`src/rtl/ascache_pkg.sv`:
```
`timescale 1ns / 1ps
// ----------------------------------------------------------------------------
// ascache_pkg
// Shared types and constants for the timed slot cache.
// ----------------------------------------------------------------------------
package ascache_pkg;

	typedef enum logic [1:0] {
		FN_LOOKUP = 2'd0,
		FN_ALLOC  = 2'd1,
		FN_INVAL  = 2'd2,
		FN_CLEAR  = 2'd3
	} func_t;

	typedef enum logic [2:0] {
		ST_CLEAR,
		ST_IDLE,
		ST_SCAN,
		ST_FILL,
		ST_DONE
	} state_t;

	typedef struct packed {
		logic signed [16:0] owner;
		logic signed [33:0] expiry;
	} entry_t;

	typedef struct packed {
		logic       found;
		logic [7:0] slot_index;
	} res_t;

	localparam logic signed [16:0] OWNER_NONE  = -17'sd1;
	localparam logic signed [33:0] EXPIRY_NONE = -34'sd1;
	localparam entry_t             ENTRY_FREE  = '{owner: OWNER_NONE, expiry: EXPIRY_NONE};

endpackage

```
`src/rtl/ascache_ctrl.sv`:
```
`timescale 1ns / 1ps
// ----------------------------------------------------------------------------
// ascache_ctrl
// Request sequencer: table sweep, pipelined scan, run fill and write-back.
// ----------------------------------------------------------------------------
module ascache_ctrl
	import ascache_pkg::*;
#(
	parameter int SLOT_TOTAL = 256,
	parameter int AW         = 8
) (
	input  logic               clk,
	input  logic               arst_n,
	input  logic               req_valid,
	output logic               req_ready,
	input  func_t              req_func,
	input  logic signed [16:0] req_owner,
	input  logic [4:0]         req_count,
	input  logic [30:0]        req_now,
	input  logic [31:0]        ticks,
	output logic               res_valid,
	input  logic               res_take,
	output res_t               res,
	output logic               mem_we,
	output logic [AW-1:0]      mem_waddr,
	output entry_t             mem_wdata,
	output logic [AW-1:0]      mem_raddr,
	input  entry_t             mem_rdata
);

	localparam int SW = ((AW > 5) ? AW : 5) + 2;
	localparam int IW = (AW > 8) ? AW : 8;

	state_t             state_q, state_d;
	func_t              func_q;
	logic signed [16:0] owner_q;
	logic [4:0]         count_q;
	logic [30:0]        now_q;
	logic signed [33:0] stamp_q;
	logic [AW:0]        issue_q;
	logic               rv_s1;
	logic [AW-1:0]      ridx_s1;
	logic [AW-1:0]      fill_addr_q;
	logic [4:0]         fill_left_q;
	logic               boot_q;
	res_t               res_q;

	logic               accept;
	logic               issue_more;
	logic               own_eq;
	logic               expired;
	logic               end_fail;
	logic               last;
	logic               scan_hit;
	logic               scan_fail;
	logic               sweep_end;
	logic [SW-1:0]      run_end;
	logic [IW-1:0]      ridx_w;

	assign accept     = req_valid && req_ready;
	assign issue_more = issue_q < (AW+1)'(SLOT_TOTAL);
	assign own_eq     = mem_rdata.owner == owner_q;
	assign expired    = mem_rdata.expiry < $signed({3'b000, now_q});
	assign run_end    = SW'(ridx_s1) + SW'(count_q);
	assign end_fail   = run_end > SW'(SLOT_TOTAL);
	assign last       = ridx_s1 == AW'(SLOT_TOTAL - 1);
	assign sweep_end  = issue_q == (AW+1)'(SLOT_TOTAL - 1);
	assign ridx_w     = IW'(ridx_s1);

	always_comb begin
		scan_hit  = 1'b0;
		scan_fail = 1'b0;
		if (state_q == ST_SCAN && rv_s1) begin
			unique case (func_q)
				FN_ALLOC: begin
					scan_hit  = !end_fail && expired;
					scan_fail = end_fail || (!expired && last);
				end
				FN_LOOKUP, FN_INVAL: begin
					scan_hit  = own_eq;
					scan_fail = !own_eq && last;
				end
				FN_CLEAR: begin
					scan_hit  = 1'b0;
					scan_fail = 1'b0;
				end
			endcase
		end
	end

	// next state
	always_comb begin
		state_d = state_q;
		unique case (state_q)
			ST_CLEAR: begin
				if (sweep_end) begin
					state_d = boot_q ? ST_IDLE : ST_DONE;
				end
			end
			ST_IDLE: begin
				if (accept) begin
					if (req_func == FN_CLEAR) begin
						state_d = ST_CLEAR;
					end else if (req_func == FN_LOOKUP && req_owner == OWNER_NONE) begin
						state_d = ST_DONE;
					end else begin
						state_d = ST_SCAN;
					end
				end
			end
			ST_SCAN: begin
				if (scan_hit) begin
					state_d = (func_q == FN_ALLOC && count_q != 5'd0) ? ST_FILL : ST_DONE;
				end else if (scan_fail) begin
					state_d = ST_DONE;
				end
			end
			ST_FILL: begin
				if (fill_left_q == 5'd1) begin
					state_d = ST_DONE;
				end
			end
			ST_DONE: begin
				if (res_take) begin
					state_d = ST_IDLE;
				end
			end
			default: state_d = ST_IDLE;
		endcase
	end

	// outputs
	always_comb begin
		req_ready = state_q == ST_IDLE;
		res_valid = state_q == ST_DONE;
		res       = res_q;
		mem_raddr = issue_q[AW-1:0];
		mem_we    = 1'b0;
		mem_waddr = ridx_s1;
		mem_wdata = ENTRY_FREE;
		unique case (state_q)
			ST_CLEAR: begin
				mem_we    = 1'b1;
				mem_waddr = issue_q[AW-1:0];
			end
			ST_SCAN: begin
				if (scan_hit && func_q == FN_LOOKUP) begin
					mem_we    = 1'b1;
					mem_wdata = '{owner: mem_rdata.owner, expiry: stamp_q};
				end else if (scan_hit && func_q == FN_INVAL) begin
					mem_we = 1'b1;
				end
			end
			ST_FILL: begin
				mem_we    = 1'b1;
				mem_waddr = fill_addr_q;
				mem_wdata = '{owner: owner_q, expiry: stamp_q};
			end
			ST_IDLE, ST_DONE: begin
				mem_we = 1'b0;
			end
			default: mem_we = 1'b0;
		endcase
	end

	always_ff @(posedge clk or negedge arst_n) begin
		if (!arst_n) begin
			state_q <= ST_CLEAR;
			issue_q <= '0;
			rv_s1   <= 1'b0;
			boot_q  <= 1'b1;
			res_q   <= '0;
		end else begin
			state_q <= state_d;
			rv_s1   <= state_q == ST_SCAN && state_d == ST_SCAN && issue_more;
			if (state_q == ST_IDLE) begin
				issue_q <= '0;
			end else if ((state_q == ST_SCAN && issue_more) || state_q == ST_CLEAR) begin
				issue_q <= issue_q + (AW+1)'(1);
			end
			if (state_q == ST_CLEAR && sweep_end) begin
				boot_q <= 1'b0;
				res_q  <= '{found: 1'b1, slot_index: 8'd0};
			end
			if (accept) begin
				res_q <= '0;
			end
			if (scan_hit) begin
				res_q <= '{found: 1'b1, slot_index: ridx_w[7:0]};
			end else if (scan_fail) begin
				res_q <= '0;
			end
		end
	end

	always_ff @(posedge clk) begin
		ridx_s1 <= issue_q[AW-1:0];
		if (accept) begin
			func_q  <= req_func;
			owner_q <= req_owner;
			count_q <= req_count;
			now_q   <= req_now;
			stamp_q <= $signed(34'(req_now) + 34'(ticks));
		end
		if (scan_hit) begin
			fill_addr_q <= ridx_s1;
			fill_left_q <= count_q;
		end else if (state_q == ST_FILL) begin
			fill_addr_q <= fill_addr_q + AW'(1);
			fill_left_q <= fill_left_q - 5'd1;
		end
	end

endmodule

```
`config.mk`:
```
export PLATFORM = sky130hd
export DESIGN_NAME = ascache_ctrl
export DESIGN_NICKNAME = d
export VERILOG_FILES = /design/src/rtl/ascache_pkg.sv /design/src/rtl/ascache_ctrl.sv
export SDC_FILE = /design/constraint.sdc
export NUM_CORES = 1
export LEC_CHECK = 0
export ABC_AREA = 1
export BUFFER_PORTS_ARGS = -buffer_cell sky130_fd_sc_hd__buf_2
export CORE_ASPECT_RATIO = 2
export CORE_MARGIN = 1.5
export CORE_UTILIZATION = 54
export DETAILED_ROUTE_END_ITERATION = 8
export PLACE_DENSITY = 0.82
export SLEW_MARGIN = 30
export SYNTH_ARGS = -nofsm -noshare
export SYNTH_HDL_FRONTEND = slang
export SYNTH_SLANG_ARGS = --single-unit
```
`constraint.sdc`:
```
create_clock -name clk -period 4.25 [get_ports clk]
set_input_delay 0.85 -clock clk [delete_from_list [all_inputs] [get_ports clk]]
set_output_delay 0.85 -clock clk [all_outputs]
set_load 0.02 [all_outputs]
```
==> out/metrics.cfg <==
[clocking]
cts_hold_buffers = 0
numClockSinks = 132
h-tree-depth = 4
cts-buffers-inserted = 17
clock_latency_ps = 420
path_clk_slew_ps = 60
clockBufferDepth = 2
cts_tree = done
root_buffer = clkbuf_16

[yosys]
syn_inst = 927
ys_async_sr_fraction = 0.174
synth.top_cell.area_share = 0.365
synthFlopType = edfxtp_1
synth_edf_count = 101
synth_warnings = 0
synth.distinct_cells = 52
synthTopCellsByArea = edfxtp_1 36%, ha_1 11%, nand2_1 8.5%
synth-seq-area-share = 0.453
ys_ff_latch = 132
syn-num-nets = 1142
yosysTopAreaCell = edfxtp_1
avgSynthCellArea_um2 = 8.97
syn-cell-area_um2 = 8320

[setup_path]
critical_path_class = flop to output port
endpoint_kind = output port
required_ps = 3400
cp-start-kind = flop
path_max_fanout = 8
worstPathArrival_ps = 3330

[floorplanning]
start_util = 0.547
die_area_um2 = 16200
rows = 64
die_h_um = 179
core_um2 = 15200
die_w_um = 90.8
num_io_pins = 221

[power_and_ir_drop]
powerDensity_nw_per_um2 = 387
max-vdd-ir-drop_uv = 239
power_mw = 4.02
p_leak_nw = 4.75

[global_route]
grt_usage = 0.295
grt_pass1_vias = 7687
grt_pass1_wl_mm = 36.2
overflow = 0
grt_max_degree = 47
antenna_found_initial = 3

[layout]
layout_commonest_cell = buf_2
final_cell_mix = 218 x buf_2, 189 x nand2_1, 103 x inv_1
drive_gt1_frac = 0.250
finalInstanceArea_um2 = 10400
post-route-util = 0.683
synthToLayoutAreaGrowth_pct = 24.9
finalNetCount = 1380

[run]
maxCapViolations = 0

[sta]
relSlewSlack = 0.442
hold_viol = 0
fin_tns_setup_ps = 0
fin_crit_ps = 4180
finalSetupViolations = 0
max_freq_ghz = 0.239
skew_ps = 10.2
worstMarginPinSlew_ps = 830
maxSlewViolCount = 0
layout_worst_path_cycle_share = 0.982
whs_ps = 386

[place]
io_buffers = 220
routabilityCongestion = 0.966
post_dp_cell_area_um2 = 9610
post-dp-hpwl_mm = 18.9

[routing]
drt_iter0_drc = 287
dr.pass1.iters = 5
wl_per_cell_um = 17.5
viasPerCell = 5.49
vias = 7571
drtAntennaViolNets = 0
wirelength_mm = 24.2
drc = 0

[outcome]
status = complete, no violations

[hold_path]
hold_class = flop to flop

## synthesized netlist by cell type, drive strengths merged, types with 2 or more instances
master  instances
a221oi          4
buf            14
nand3          33
fa              2
dfxtp           8
clkinv          2
nor3           14
nand4          16
o221ai          3
a21boi          5
a21oi          58
nor2          104
dfrtp          22
nor4            4
or2            37
nand2         192
a21o            4
ha             71
xnor2          19
o211ai          7
edfxtp        101
a22oi           4
inv           109
a211oi          2
o21ai          46
xor2           34
## flip-flops by register name (all words and copies together), names as in the netlist
register and flops:
fill_addr_q 8, rv_s1 1, stamp_q 33, owner_q 17, state_q 3, count_q 5
boot_q 1, ridx_s1 8, res 9, now_q 31, func_q 2, fill_left_q 5
issue_q 9
## power by group
group          leakage, nW  switching, mW  internal (mW)
registers             1.27          0.109           1.49
logic                 3.17          0.553          0.340
clock network        0.310          0.563          0.961
## metrics by stage
| stage | cells | worst slack [ps] |
|---|---|---|
| after floorplan | 927 | 726 |
| after global placement | 1336 | 220 |
| after detailed placement | 1336 | 185 |
| after CTS | 1368 | 4.04 |
| after global routing | 1378 | -53.3 |
| final | 1378 | 74.5 |
## final timing paths
kind	start	end	slack, ps	cells past startpoint
min in group asynchronous	arst_n	res[0]	420	1
worst max-delay path	ridx_s1[0]	mem_wdata[24]	70	14
worst min register to register	issue_q[5]	ridx_s1[5]	390	0
worst max register to register	ridx_s1[0]	fill_addr_q[5]	1200	11
worst min-delay path	issue_q[5]	ridx_s1[5]	390	0
max in group asynchronous	arst_n	boot_q	3450	1
## worst max-delay path, cell delays in order (launching register included)
cell	delay (ps)
dfxtp_1	440
ha_2	250
fa_1	420
or2_1	230
nor3_2	130
nand4_1	150
a21oi_2	160
nand2_1	80
nand2_2	100
nand2_4	70
o21ai_4	170
buf_12	160
nand2_4	110
or2_1	270
buf_2	160
## routing by layer
layer  global-route usage  wire length (um)
met1                0.257              7460
met2                0.585             13800
met3               0.0558              1240
met4                0.204              1620
met5                    0                11
## layout make-up
class	count	area [um^2]
Sequential cell	132	3770
Fill cell	1250	4830
Multi-Input combinational cell	672	4100
Inverter	111	422
Clock inverter	9	85.1
Antenna cell	2	5.00
Timing Repair Buffer	231	1210
Clock buffer	23	543
Tap cell	198	248
## cells by family after synthesis
| family | Yosys count | share of synthesized area |
|---|---|---|
| fa+ha+maj | 73 | 0.112 |
| flops | 132 | 0.453 |
| buf+inv | 126 | 0.0639 |
| compound gates | 141 | 0.0994 |
| xor+xnor | 53 | 0.0558 |
| simple gates | 402 | 0.216 |
## what timing repair did
action	in CTS	in global routing
gates cloned	0	3
buffers inserted	0	5
gates resized for setup	3	11
pin swaps	0	5
setup endpoints to repair	18	46
No activity file was read; power rests on OpenSTA's default activity.
